[config.mk]
export PLATFORM = sky130hd
export DESIGN_NAME = serial_reply_deframer_xor
export DESIGN_NICKNAME = d
export VERILOG_FILES = /design/src/rtl/core/srdx_pkg.sv /design/src/rtl/core/srdx_deframe.sv /design/src/rtl/core/srdx_out_reg.sv /design/src/rtl/core/serial_reply_deframer_xor.sv
export SDC_FILE = /design/constraint.sdc
export NUM_CORES = 1
export LEC_CHECK = 0
export BUFFER_PORTS_ARGS = -buffer_cell sky130_fd_sc_hd__buf_2
export CORE_AREA = 2 2 184 186
export CTS_BUF_LIST = sky130_fd_sc_hd__clkbuf_4
export DETAILED_ROUTE_END_ITERATION = 16
export DIE_AREA = 0 0 186 188
export PLACE_DENSITY = 0.69
export SLEW_MARGIN = 25
export SYNTH_ARGS = -nofsm -noshare
export SYNTH_HDL_FRONTEND = slang
export SYNTH_HIERARCHICAL = 1
export SYNTH_SLANG_ARGS = --single-unit
[constraint.sdc]
create_clock -name clk -period 17.7 [get_ports clk]
set_input_delay 2.655 -clock clk [delete_from_list [all_inputs] [get_ports clk]]
set_output_delay 2.655 -clock clk [all_outputs]
set_load 0.1 [all_outputs]
[src/rtl/core/srdx_pkg.sv]
// Shared types and codes for the serial reply deframer.
// Depends on nothing; used by every module in rtl/core.
`timescale 1ns / 1ps
`default_nettype none
package srdx_pkg;

	localparam int unsigned BYTE_W  = 8;
	localparam int unsigned LEN_W   = 32;
	localparam int unsigned KIND_W  = 3;
	localparam int unsigned HPOS_W  = 3;
	localparam int unsigned CFG_W   = 32;
	localparam int unsigned CFGIX_W = 1;

	localparam logic [CFGIX_W-1:0] REG_EXPECTED_COMMAND = 1'd0;
	localparam logic [CFGIX_W-1:0] REG_EXPECTED_TOTAL   = 1'd1;

	localparam logic [HPOS_W-1:0] HPOS_COMMAND = 3'd4;

	localparam logic [LEN_W-1:0] EXPECTED_TOTAL_RESET = 32'd1;

	typedef enum logic [KIND_W-1:0] {
		KIND_PAYLOAD      = 3'd0,
		KIND_PACKET_OK    = 3'd1,
		KIND_DONE         = 3'd2,
		KIND_BAD_LENGTH   = 3'd3,
		KIND_BAD_COMMAND  = 3'd4,
		KIND_BAD_CHECKSUM = 3'd5
	} kind_t;

	typedef enum logic [3:0] {
		PH_HEADER   = 4'b0001,
		PH_PAYLOAD  = 4'b0010,
		PH_CHECKSUM = 4'b0100,
		PH_ENDED    = 4'b1000
	} phase_t;

	typedef struct packed {
		logic [BYTE_W-1:0] data;
		kind_t             kind;
		logic              last;
	} result_t;

endpackage
`default_nettype wire

[src/rtl/core/srdx_deframe.sv]
// Framing state and per-byte decision logic: header, payload, checksum.
// Depends on srdx_pkg.
`timescale 1ns / 1ps
`default_nettype none
module srdx_deframe (
	input  wire                            clk,
	input  wire                            arst_n,
	input  wire                            step,
	input  wire  [srdx_pkg::BYTE_W-1:0]    rx_byte,
	input  wire                            start,
	input  wire  [srdx_pkg::BYTE_W-1:0]    expected_command,
	input  wire  [srdx_pkg::LEN_W-1:0]     expected_total,
	output logic                           res_valid,
	output srdx_pkg::result_t              res
);

	srdx_pkg::phase_t              phase_q, ph_e, phase_n;
	logic [srdx_pkg::HPOS_W-1:0]   hpos_q, hp_e, hpos_n;
	logic [srdx_pkg::LEN_W-1:0]    len_q, len_e, len_base, len_n, len_m1;
	logic [srdx_pkg::LEN_W-1:0]    rem_q, rem_n;
	logic [srdx_pkg::LEN_W-1:0]    del_q, del_e, del_n, del_sum;
	logic [srdx_pkg::BYTE_W-1:0]   xor_q, xor_e, xor_base, xor_n;
	logic [srdx_pkg::LEN_W:0]      len_reach;
	logic                          len_bad;

	always_comb begin
		ph_e     = start ? srdx_pkg::PH_HEADER : phase_q;
		hp_e     = start ? '0 : hpos_q;
		len_e    = start ? '0 : len_q;
		del_e    = start ? '0 : del_q;
		xor_e    = start ? '0 : xor_q;
		len_base = (hp_e == '0) ? '0 : len_e;
		xor_base = (hp_e == '0) ? '0 : xor_e;
		len_m1   = len_base - srdx_pkg::LEN_W'(1);
		len_reach = {1'b0, del_e} + {1'b0, len_m1};
		len_bad  = (len_base == '0) || (len_reach > {1'b0, expected_total});
		del_sum  = del_e + (len_e - srdx_pkg::LEN_W'(1));
	end

	always_comb begin
		phase_n   = ph_e;
		hpos_n    = hp_e;
		len_n     = len_e;
		rem_n     = rem_q;
		del_n     = del_e;
		xor_n     = xor_e;
		res_valid = 1'b0;
		res.data  = '0;
		res.kind  = srdx_pkg::KIND_PAYLOAD;
		res.last  = 1'b0;
		case (ph_e)
			srdx_pkg::PH_HEADER: begin
				xor_n = xor_base ^ rx_byte;
				len_n = len_base;
				if (hp_e != srdx_pkg::HPOS_COMMAND) begin
					case (hp_e[1:0])
						2'd0:    len_n[7:0]   = rx_byte;
						2'd1:    len_n[15:8]  = rx_byte;
						2'd2:    len_n[23:16] = rx_byte;
						default: len_n[31:24] = rx_byte;
					endcase
					hpos_n = hp_e + srdx_pkg::HPOS_W'(1);
				end else begin
					hpos_n = '0;
					if (len_bad) begin
						phase_n   = srdx_pkg::PH_ENDED;
						res_valid = 1'b1;
						res.kind  = srdx_pkg::KIND_BAD_LENGTH;
						res.last  = 1'b1;
					end else if (rx_byte != expected_command) begin
						phase_n   = srdx_pkg::PH_ENDED;
						res_valid = 1'b1;
						res.kind  = srdx_pkg::KIND_BAD_COMMAND;
						res.last  = 1'b1;
					end else begin
						rem_n   = len_m1;
						phase_n = (len_m1 != '0) ? srdx_pkg::PH_PAYLOAD
						                        : srdx_pkg::PH_CHECKSUM;
					end
				end
			end
			srdx_pkg::PH_PAYLOAD: begin
				xor_n     = xor_e ^ rx_byte;
				rem_n     = rem_q - srdx_pkg::LEN_W'(1);
				if (rem_n == '0) begin
					phase_n = srdx_pkg::PH_CHECKSUM;
				end
				res_valid = 1'b1;
				res.data  = rx_byte;
			end
			srdx_pkg::PH_CHECKSUM: begin
				res_valid = 1'b1;
				if (rx_byte != xor_e) begin
					phase_n  = srdx_pkg::PH_ENDED;
					res.kind = srdx_pkg::KIND_BAD_CHECKSUM;
					res.last = 1'b1;
				end else begin
					del_n = del_sum;
					if (del_sum >= expected_total) begin
						phase_n  = srdx_pkg::PH_ENDED;
						res.kind = srdx_pkg::KIND_DONE;
						res.last = 1'b1;
					end else begin
						phase_n  = srdx_pkg::PH_HEADER;
						hpos_n   = '0;
						res.kind = srdx_pkg::KIND_PACKET_OK;
					end
				end
			end
			default: begin
			end
		endcase
	end

	always_ff @(posedge clk or negedge arst_n) begin
		if (!arst_n) begin
			phase_q <= srdx_pkg::PH_HEADER;
			hpos_q  <= '0;
			len_q   <= '0;
			rem_q   <= '0;
			del_q   <= '0;
			xor_q   <= '0;
		end else if (step) begin
			phase_q <= phase_n;
			hpos_q  <= hpos_n;
			len_q   <= len_n;
			rem_q   <= rem_n;
			del_q   <= del_n;
			xor_q   <= xor_n;
		end
	end

endmodule
`default_nettype wire

[src/rtl/core/srdx_out_reg.sv]
// Result register between the framing logic and the output channel.
// Depends on srdx_pkg.
`timescale 1ns / 1ps
`default_nettype none
module srdx_out_reg (
	input  wire                  clk,
	input  wire                  arst_n,
	input  wire                  load,
	input  srdx_pkg::result_t    res_in,
	input  wire                  out_ready,
	output logic                 out_valid,
	output logic                 out_free,
	output srdx_pkg::result_t    res_q
);

	logic valid_q;

	assign out_valid = valid_q;
	assign out_free  = !valid_q || out_ready;

	always_ff @(posedge clk or negedge arst_n) begin
		if (!arst_n) begin
			valid_q <= 1'b0;
		end else if (load) begin
			valid_q <= 1'b1;
		end else if (out_ready) begin
			valid_q <= 1'b0;
		end
	end

	always_ff @(posedge clk) begin
		if (load) begin
			res_q <= res_in;
		end
	end

endmodule
`default_nettype wire

[src/rtl/core/serial_reply_deframer_xor.sv]
// Serial reply deframer: length-prefixed packets with an XOR checksum.
// Result path: the input transfer fills the input register, and the result
// register loads from it when the framing state advances.
// Throughput: one byte per cycle while the result register is free (out_free),
// set by the single framing state update per byte. Reset clears framing state
// and output valid; expected_command resets to 0 and expected_total to 1.
// Depends on srdx_pkg, srdx_deframe, srdx_out_reg.
`timescale 1ns / 1ps
`default_nettype none
module serial_reply_deframer_xor (
	input  wire                               clk,
	input  wire                               arst_n,
	input  wire                               in_valid,
	output logic                              in_ready,
	input  wire  [srdx_pkg::BYTE_W-1:0]       rx_byte,
	input  wire                               start_of_transfer,
	output logic                              out_valid,
	input  wire                               out_ready,
	output logic [srdx_pkg::BYTE_W-1:0]       out_byte,
	output logic [srdx_pkg::KIND_W-1:0]       kind,
	output logic                              last,
	input  wire                               cfg_write,
	input  wire  [srdx_pkg::CFGIX_W-1:0]      cfg_index,
	input  wire  [srdx_pkg::CFG_W-1:0]        cfg_data
);

	logic                          valid_s1;
	logic [srdx_pkg::BYTE_W-1:0]   byte_s1;
	logic                          start_s1;
	logic [srdx_pkg::BYTE_W-1:0]   exp_cmd_q;
	logic [srdx_pkg::LEN_W-1:0]    exp_total_q;
	logic                          advance;
	logic                          out_free;
	logic                          res_valid;
	srdx_pkg::result_t             res, res_q;

	assign advance  = valid_s1 && out_free;
	assign in_ready = !valid_s1 || advance;

	always_ff @(posedge clk or negedge arst_n) begin
		if (!arst_n) begin
			valid_s1 <= 1'b0;
		end else if (in_ready) begin
			valid_s1 <= in_valid;
		end
	end

	always_ff @(posedge clk) begin
		if (in_valid && in_ready) begin
			byte_s1  <= rx_byte;
			start_s1 <= start_of_transfer;
		end
	end

	always_ff @(posedge clk or negedge arst_n) begin
		if (!arst_n) begin
			exp_cmd_q   <= '0;
			exp_total_q <= srdx_pkg::EXPECTED_TOTAL_RESET;
		end else if (cfg_write) begin
			case (cfg_index)
				srdx_pkg::REG_EXPECTED_COMMAND:
					exp_cmd_q <= cfg_data[srdx_pkg::BYTE_W-1:0];
				srdx_pkg::REG_EXPECTED_TOTAL:
					exp_total_q <= cfg_data[srdx_pkg::LEN_W-1:0];
				default: begin
				end
			endcase
		end
	end

	srdx_deframe u_deframe (
		.clk              (clk),
		.arst_n           (arst_n),
		.step             (advance),
		.rx_byte          (byte_s1),
		.start            (start_s1),
		.expected_command (exp_cmd_q),
		.expected_total   (exp_total_q),
		.res_valid        (res_valid),
		.res              (res)
	);

	srdx_out_reg u_out_reg (
		.clk       (clk),
		.arst_n    (arst_n),
		.load      (advance && res_valid),
		.res_in    (res),
		.out_ready (out_ready),
		.out_valid (out_valid),
		.out_free  (out_free),
		.res_q     (res_q)
	);

	assign out_byte = res_q.data;
	assign kind     = res_q.kind;
	assign last     = res_q.last;

endmodule
`default_nettype wire
==> results of run 1 <==
[routing by layer]
layer	vias to the layer above	share of wire
met4	0	0.034
met1	6381	0.44
met5	-	0
met3	83	0.061
met2	488	0.46
li1	6351	-
[registers in the layout, summed over array words and instances, names as in the netlist]
register and flops:
byte_s1 8, exp_cmd_q 8, exp_total_q 32, start_s1 1, u_deframe/del_q 32, u_deframe/hpos_q 3
u_deframe/len_q 32, u_deframe/phase_q 4, u_deframe/rem_q 32, u_deframe/xor_q 8, u_out_reg/out_valid 1, u_out_reg/res_q 12
valid_s1 1
[layout make-up]
type,instances,share of cell area
Antenna cell,1,0.0001600
Clock buffer,17,0.008159
Clock inverter,15,0.01048
Inverter,162,0.03887
Multi-Input combinational cell,1336,0.5957
Sequential cell,174,0.2852
Tap cell,448,0.03583
Timing Repair Buffer,72,0.02560
[synth_stat cells (all sizes together), types with 19 or more instances]
library cell / count
xor2: 26
a22o: 51
nand4: 22
a21oi: 151
nor3: 41
dfrtp: 151
nor4: 24
nand2: 139
nand3: 39
edfxtp: 21
mux2: 42
ha: 165
nor2: 147
xnor2: 58
clkbuf: 52
a21o: 46
inv: 161
o21ai: 105
nor2b: 19
[metrics by stage]
| stage | hold WS [ns] | setup WS (ns) | util |
|---|---|---|---|
| detailed placement | 0.4812 | 8.958 | 0.4632 |
| floorplan | 0.4642 | 9.691 | - |
| global placement | 0.4750 | 9.313 | 0.4632 |
| finish | 0.5096 | 8.735 | 0.4724 |
| global route | 0.5281 | 8.144 | 0.4724 |
| CTS | 0.5157 | 8.874 | 0.4720 |
[cells by family (layout without fill, tap and decap cells)]
family	Yosys count	count (layout)	share of synthesized area
multiplexers	48	48	0.03645
buffers and inverters	226	266	0.06007
AO/OA/AOI/OAI	514	514	0.2301
adder cells (fa/ha/maj)	167	167	0.1439
other	0	1	0
XOR/XNOR	84	84	0.05032
AND/OR/NAND/NOR	523	523	0.1740
flip-flops	174	174	0.3052
[where the power goes]
group	leakage [nW]	total, mW	internal [mW]	switching (mW)
Sequential	2.16	0.527	0.460	0.0665
Combinational	5.21	1.39	0.549	0.840
Clock	0.156	0.248	0.0771	0.171
[worst max-delay path: cells and delay by family (launching register included)]
kind                     cells  cell delay [ns]
XOR/XNOR                     1             0.11
AND/OR/NAND/NOR              8             2.02
buffers and inverters        3             0.92
adder cells (fa/ha/maj)      4             1.51
AO/OA/AOI/OAI               15             3.88
flip-flops                   1             0.40
[worst max path at each step]
| stage | from | endpoint | slack, ns | cells past startpoint |
|---|---|---|---|---|
| after floorplan | start_s1$_DFFE_PP_ | u_deframe/rem_q[10]$_DFFE_PN0P_ | 9.69 | 38 |
| after global placement | start_s1$_DFFE_PP_ | u_deframe/rem_q[27]$_DFFE_PN0P_ | 9.31 | 31 |
| after detailed placement | start_s1$_DFFE_PP_ | u_deframe/rem_q[22]$_DFFE_PN0P_ | 8.96 | 30 |
| after CTS | start_s1$_DFFE_PP_ | u_out_reg/out_valid$_DFFE_PN0P_ | 8.87 | 31 |
| after global routing | start_s1$_DFFE_PP_ | u_out_reg/out_valid$_DFFE_PN0P_ | 8.14 | 32 |
| final | start_s1$_DFFE_PP_ | u_deframe/rem_q[22]$_DFFE_PN0P_ | 8.74 | 31 |
==> implementation parameters, run 1 <==
Parameter                              Value

Die
  Die Span X ... approximately 190 um
  Initial Util ... 0.4416
  Die H ... approximately 190 um
  Area of the die ... 0.03497 sq mm
  Number of top-level pins ... between 60 and 70
  FP Rows ... 67
  Core Box Area ... about 0.033 sq mm

Cells and area
  Area of the multi-input gates ... just over 0.009 sq mm
  Fraction of layout instances using a drive strength above 1 ... 0.07658
  Area added between synthesis and finish ... 6.983%
  Count of non-filler cells in the finished layout ... about 2200
  Most frequent cells in the layout ... 165 x ha_1, 159 x inv_1, 151 x dfrtp_1, 149 x a21oi_1, 147 x nor2_1
  Leading cell type in the layout, fill and taps excluded ... ha_1
  Final instance area ... between 0.015 and 0.02 sq mm
  FF+latch area ... ~0.0045 sq mm
  Total of fill cells in the finished design ... between 3000 and 4000
  Number of nets in the layout ... around 2000

Yosys
  Dominant register cell in the synthesized netlist ... dfrtp_1
  EDFF count, synth ... 21
  Synthesized flop and latch total ... approximately 170
  Share of the yosys chip area belonging to registers ... 0.3052
  Gate count after technology mapping ... between 1500 and 2000
  Proportion of netlist area held by the largest area contributor ... 0.2584
  Mapped Avg Cell Area ... about 8.4 sq um
  Mapped cell area ... about 0.015 sq mm
  Library cell with the largest summed area after synthesis ... dfrtp_1
  Unique cell type count in the Yosys netlist ... between 80 and 90
  Ranking of synthesized cells by area ... dfrtp_1 26%, ha_1 14%, a21oi_1 5.1%
  Yosys synthesis warning count ... 6
  Asr flop ratio synth ... 0.8793
  Syn_nets ... 1950

Place
  Post-placement cell count ... approximately 2200
  Number of input and output port buffers inserted ... 60
  HPWL reported at the end of detailed placement ... 31.62 mm
  Weighted congestion at the end of routability-driven global placement ... a little under 1
  Area after DPL ... between 0.015 and 0.02 sq mm

Worst setup path
  Type of the setup path with the least slack ... register to register
  Reg-to-Reg End ... u_deframe/rem_q[22]$_DFFE_PN0P_
  Most used cell, CP ... ha_1
  Launching point of the worst reg2reg path ... start_s1$_DFFE_PP_
  R2r setup slk ... 8.74 ns
  Data arrival at the endpoint of the critical path ... 9.52 ns
  Endpoint kind of the worst setup timing path ... register
  Startpoint type of the worst setup path ... register
  Biggest cell delay along the critical path ... ~0.63 ns
  Data required time of the critical path ... 18.26 ns
  Cell with the largest stage delay on the worst path ... o21a_1
  Worst Reg2Reg Path Length in Cells ... 31
  Worst Path Max Fanout ... between 60 and 70

Drt
  Sum of routed wire length over all layers ... around 42 mm
  DR vias/cell ... between 5 and 6
  Number of violations reported at the end of detailed-routing iteration 0 ... between 1000 and 1500
  Count of nets left with antenna violations after detail routing ... 0
  Mean routed wirelength per cell ... ~19 um
  Count of TritonRoute iterations in the first routing pass ... 7
  Routed vias ... around 13000
  Post-route DRC ... 0

Worst hold path
  Hold_sp ... exp_total_q[20]$_DFFE_PN0P_
  Worst hold path stage count ... 1
  Hold Path Sink ... exp_total_q[20]$_DFFE_PN0P_
  Type of the most critical hold path ... register to register

Global route
  Vias in the first global route ... 12494
  Largest net degree at the start of global routing ... between 70 and 80
  GRT Util Overall ... 0.2466
  Met1 usage in global routing ... 0.3384
  Met2 Track Usage GR ... 0.3879
  GR met3 Demand/Resource ... 0.03826
  Initial antenna violation count ... 1
  Global-route congestion overflow total ... 0
  Wire length of the first global-routing pass ... just under 70 mm
  GRT busiest layer ... met2

CTS
  Clk sinks ... about 170
  H-tree depth ... 4
  Setup bufs post-CTS ... 0
  Post-cts repair resize count ... 0
  CTS tree ... done
  Total of hold buffers inserted after clock tree synthesis ... 0
  Clock-pin slew on the worst setup and hold paths ... ~0.18 ns
  Max clock buf depth ... 2
  Cell at the root of the clock tree ... clkbuf_4
  Clock insertion delay at the later pin of the skew report ... between 0.6 and 0.7 ns
  Number of clock buffers inserted by TritonCTS ... 17

STA
  Worst Max-Slew Pin Slew ... slightly above 1 ns
  Headroom to the max-slew limit ... 0.3251
  Maximum operating frequency ... between 100 and 150 MHz
  Share of the clock period used by the worst path ... 0.5065
  Post-route clock skew ... between 0.03 and 0.04 ns
  Max-slew violation count ... 0
  Final critical path time including I/O delays and setup ... about 9.0 ns
  RSZ-0062 raised after global routing ... false
  Final total negative setup slack ... 0 ns
  Endpoints failing hold ... 0
  Count of endpoints failing setup in the final report ... 0

Pwr
  Highest ir drop seen on vdd ... 65.89 uV
  Reported leakage power ... about 7.5 nW
  Overall Power ... around 2.2 mW
  PwrDens ... ~140 mW/mm^2

Run status
  Status ... finished, final reports clean

Job
  Max-cap violation count ... 0
No activity file was read; power rests on OpenSTA's default activity.
==> run 2, diff against run 1 <==
--- a/config.mk
+++ b/config.mk
@@ -5,12 +5,13 @@
 export SDC_FILE = /design/constraint.sdc
 export NUM_CORES = 1
 export LEC_CHECK = 0
+export ABC_AREA = 1
 export BUFFER_PORTS_ARGS = -buffer_cell sky130_fd_sc_hd__buf_2
-export CORE_AREA = 2 2 184 186
+export CORE_AREA = 2 2 195 197
 export CTS_BUF_LIST = sky130_fd_sc_hd__clkbuf_4
 export DETAILED_ROUTE_END_ITERATION = 16
-export DIE_AREA = 0 0 186 188
-export PLACE_DENSITY = 0.69
+export DIE_AREA = 0 0 197 199
+export PLACE_DENSITY = 0.71
 export SLEW_MARGIN = 25
 export SYNTH_ARGS = -nofsm -noshare
 export SYNTH_HDL_FRONTEND = slang
==> constraint.sdc (replaced) <==
create_clock -name clk -period 8 [get_ports clk]
set_input_delay 1.2 -clock clk [delete_from_list [all_inputs] [get_ports clk]]
set_output_delay 1.2 -clock clk [all_outputs]
set_load 0.1 [all_outputs]
==> run 2 against run 1 <==
Effect of this change:
- worst hold slack worse by 0.019 ns
- clock power is 140% higher
- synthesized cell count grew 41%
- critical endpoint is now u_out_reg/res_q[2]$_DFFE_PP_
==> implementation parameters, run 2 <==
Parameter                              Value

STA
  Final total negative setup slack ... 0 ns (unchanged)
  Final hold slack ... 0.4909 ns (was 0.5096 ns)
  Count of endpoints failing setup in the final report ... 0 (unchanged)
  Max-slew violation count ... 0 (unchanged)
  Final critical path time including I/O delays and setup ... 7.242 ns (was 8.965 ns)
  Worst Max-Slew Pin Slew ... 0.9351 ns (was 1.009 ns)
  Headroom to the max-slew limit ... 0.3766 (was 0.3251)
  Maximum operating frequency ... 138.1 MHz (was 111.5 MHz)
  Share of the clock period used by the worst path ... 0.9052 (was 0.5065)
  RSZ-0062 raised after global routing ... false (unchanged)
  Post-route clock skew ... 0.04022 ns (was 0.03607 ns)
  Endpoints failing hold ... 0 (unchanged)

CTS
  H-tree depth ... 4 (unchanged)
  Setup bufs post-CTS ... 0 (unchanged)
  Number of clock buffers inserted by TritonCTS ... 17 (unchanged)
  Cell at the root of the clock tree ... clkbuf_4 (unchanged)
  Clock-pin slew on the worst setup and hold paths ... 0.18 ns (about the same)
  Clk sinks ... 174 (unchanged)
  CTS tree ... done (unchanged)
  Clock insertion delay at the later pin of the skew report ... 0.68 ns (was 0.66 ns)
  Max clock buf depth ... 2 (unchanged)

Yosys
  Most instantiated cells after synthesis ... 496 x nand2_1, 397 x inv_1, 259 x nor2_1 (was 165 x ha_1, 160 x inv_1, 151 x dfrtp_1)
  Share of the synthesized area in compound gates (AO/OA/AOI/OAI) ... 0.1656 (was 0.2301)
  Unique cell type count in the Yosys netlist ... 57 (was 81)
  Synthesized flop and latch total ... 174 (unchanged)
  Most common cell in the synthesized netlist ... nand2_1 (was ha_1)
  Mapped Avg Cell Area ... 6.765 sq um (was 8.423 sq um)
  Library cell with the largest summed area after synthesis ... dfrtp_1 (unchanged)
  Gate count after technology mapping ... 2442 (was 1736)
  Asr flop ratio synth ... 0.8793 (unchanged)
  Share of the yosys chip area belonging to registers ... 0.2701 (was 0.3052)
  Combinational family with the most area after synthesis ... simple AND/OR/NAND/NOR gates (was compound AO/OA/AOI/OAI gates)
  Mapped cell area ... 0.01652 sq mm (was 0.01462 sq mm)
  Ranking of synthesized cells by area ... dfrtp_1 23%, ha_1 12%, nand2_1 11% (was dfrtp_1 26%, ha_1 14%, a21oi_1 5.1%)
  Post-synthesis share of cell area spent on and, or, nand and nor gates ... 0.2606 (was 0.1740)
  Yosys synthesis warning count ... 6 (unchanged)
  Proportion of netlist area held by the largest area contributor ... 0.2287 (was 0.2584)
  Syn_nets ... 2656 (was 1950)
  Dominant register cell in the synthesized netlist ... dfrtp_1 (unchanged)
  EDFF count, synth ... 21 (unchanged)
  Adder-cell share of the synthesized area ... 0.1274 (was 0.1439)
  Fraction of synthesized cell area in xor and xnor cells ... 0.05779 (was 0.05032)
  Share of synthesized area spent on multiplexers ... 0 (was 0.03645)

Cells and area
  Count of non-filler cells in the finished layout ... 2947 (was 2225)
  Number of nets in the layout ... 2673 (was 1977)
  Area added between synthesis and finish ... 5.384% (was 6.983%)
  Most frequent cells in the layout ... 496 x nand2_1, 396 x inv_1, 258 x nor2_1, 239 x o21ai_0, 177 x a21oi_1 (was 165 x ha_1, 159 x inv_1, 151 x dfrtp_1, 149 x a21oi_1, 147 x nor2_1)
  Leading cell type in the layout, fill and taps excluded ... nand2_1 (was ha_1)
  Total of fill cells in the finished design ... 3879 (was 3233)
  Fraction of layout instances using a drive strength above 1 ... 0.06917 (was 0.07658)

Place
  Weighted congestion at the end of routability-driven global placement ... 1.030 (was 0.9742)
  Number of input and output port buffers inserted ... 60 (unchanged)
  Post-placement cell count ... 2914 (was 2192)
  HPWL reported at the end of detailed placement ... 41.07 mm (was 31.62 mm)

Die
  Die Span X ... 197 um (was 186 um)
  FP Rows ... 71 (was 67)
  Area of the die ... 0.03920 sq mm (was 0.03497 sq mm)
  Core Box Area ... 0.03713 sq mm (was 0.03311 sq mm)
  Initial Util ... 0.4449 (was 0.4416)
  Number of top-level pins ... 61 (unchanged)
  Die H ... 199 um (was 188 um)

Job
  Max-cap violation count ... 0 (unchanged)

Drt
  Mean routed wirelength per cell ... 17.40 um (was 18.92 um)
  Post-route DRC ... 0 (unchanged)
  DR vias/cell ... 5.499 (was 5.979)
  Routed vias ... 16205 (was 13303)
  Count of TritonRoute iterations in the first routing pass ... 6 (was 7)
  Sum of routed wire length over all layers ... 51.28 mm (was 42.09 mm)
  Count of nets left with antenna violations after detail routing ... 0 (unchanged)
  Number of violations reported at the end of detailed-routing iteration 0 ... 1298 (was 1408)

Global route
  Largest net degree at the start of global routing ... 82 (was 78)
  Wire length of the first global-routing pass ... 82.83 mm (was 67.25 mm)
  GRT Util Overall ... 0.2700 (was 0.2466)
  Vias in the first global route ... 15581 (was 12494)
  Initial antenna violation count ... 1 (unchanged)
  Global-route congestion overflow total ... 0 (unchanged)

Worst setup path
  Endpoint kind of the worst setup timing path ... register (unchanged)
  Data arrival at the endpoint of the critical path ... 7.59 ns (was 9.52 ns)
  Startpoint type of the worst setup path ... register (unchanged)
  Crit-path leading delay family ... simple AND/OR/NAND/NOR gates (was compound AO/OA/AOI/OAI gates)
  Most used cell, CP ... nand2_1 (was ha_1)
  Data required time of the critical path ... 8.35 ns (was 18.26 ns)
  Type of the setup path with the least slack ... register to register (unchanged)
  Cell with the largest stage delay on the worst path ... edfxtp_1 (was o21a_1)
  Buffering stage count on the worst path with inverters included ... 3 (unchanged)
  Worst Path Max Fanout ... 23 (was 67)
  Biggest cell delay along the critical path ... 0.60 ns (was 0.63 ns)

Pwr
  Register share of total power ... 0.185 (was 0.243)
  PwrDens ... 383.5 mW/mm^2 (was 138.4 mW/mm^2)
  Clock share of power ... 0.088 (was 0.115)
  Part of the power in combinational logic ... 0.727 (was 0.642)
  Internal power component ... 2.846 mW (was 1.087 mW)
  NetSw ... 3.831 mW (was 1.077 mW)
  Overall Power ... 6.677 mW (was 2.164 mW)
  Reported leakage power ... 8.961 nW (was 7.534 nW)
  Highest ir drop seen on vdd ... 153.5 uV (was 65.89 uV)
  Proportion of total power due to net switching ... 0.5737 (was 0.4978)

Worst hold path
  Type of the most critical hold path ... register to register (unchanged)

Run status
  Status ... finished, final reports clean (unchanged)
==> run 2: path summary, 6_finish.rpt <==
kind                            cells after the start                        start  slack (ns)                             end
worst max-delay path                               38           start_s1$_DFFE_PP_        0.76    u_out_reg/res_q[2]$_DFFE_PP_
worst min-delay path                                2  exp_total_q[25]$_DFFE_PN0P_        0.49     exp_total_q[25]$_DFFE_PN0P_
worst max register to register                     38           start_s1$_DFFE_PP_        0.76    u_out_reg/res_q[2]$_DFFE_PP_
worst min register to register                      2  exp_total_q[25]$_DFFE_PN0P_        0.49     exp_total_q[25]$_DFFE_PN0P_
max in group asynchronous                           2                       arst_n        6.25     exp_total_q[22]$_DFFE_PN0P_
min in group asynchronous                           1                       arst_n        0.55  u_deframe/rem_q[2]$_DFFE_PN0P_
==> run 2: cells by family after synthesis <==
family	Yosys count
AO/OA/AOI/OAI	511
XOR/XNOR	109
adder cells (fa/ha/maj)	167
buffers and inverters	477
flip-flops	174
AND/OR/NAND/NOR	1004
==> run 2: timing repair <==
| item | 4_1_cts | 5_1_grt |
|---|---|---|
| setup endpoints to repair | 0 | 13 |
| hold buffers | 0 | 0 |
| resized for setup | 0 | 1 |
==> run 2: routing by layer <==
layer / global-route usage / vias up / routed length, um
met1: 0.3662 / 7550 / 23040
met3: 0.03764 / 86 / 3442
met2: 0.4433 / 612 / 23340
met5: 0 / - / 0
li1: - / 7957 / -
met4: 0.08995 / 0 / 1462
==> run 2: cell type report <==
cell class	instances	area, sq um	area share
Multi-Input combinational cell	1791	10110	0.5806
Timing Repair Buffer	70	385.4	0.02213
Antenna cell	1	2.502	0.0001437
Clock inverter	15	206.4	0.01186
Inverter	405	1525	0.08760
Sequential cell	174	4462	0.2563
Tap cell	474	593.1	0.03406
Clock buffer	17	127.6	0.007330
==> run 2: worst reg2reg max path, delay by kind of cell, from the launching register on <==
| family | cells | cell delay (ns) |
|---|---|---|
| DFF | 1 | 0.60 |
| and+or+nand+nor | 21 | 2.53 |
| buffers and inverters | 3 | 0.28 |
| AOI/OAI and AO/OA | 8 | 1.83 |
| adders and majority gates | 4 | 1.20 |
| xor gates and xnor gates | 2 | 0.47 |
==> run 2: power groups by stage <==
stage          sequential, mW  clock [mW]  combinational [mW]
6_report                 1.24       0.587                4.85
3_5_place_dp             1.25           0                4.73
3_3_place_gp             1.25           0                4.66
5_1_grt                  1.26       0.637                5.48
2_1_floorplan            1.23           0                3.48
4_1_cts                  1.23       0.608                4.76
==> run 2: per-stage QoR <==
stage	utilization	setup WS (ns)	area (sq um)
2_1_floorplan	-	1.220	16520
3_3_place_gp	0.4595	0.7068	17060
3_5_place_dp	0.4595	0.4551	17060
4_1_cts	0.4685	0.3890	17400
5_1_grt	0.4689	0.05596	17410
6_report	0.4689	0.7582	17410
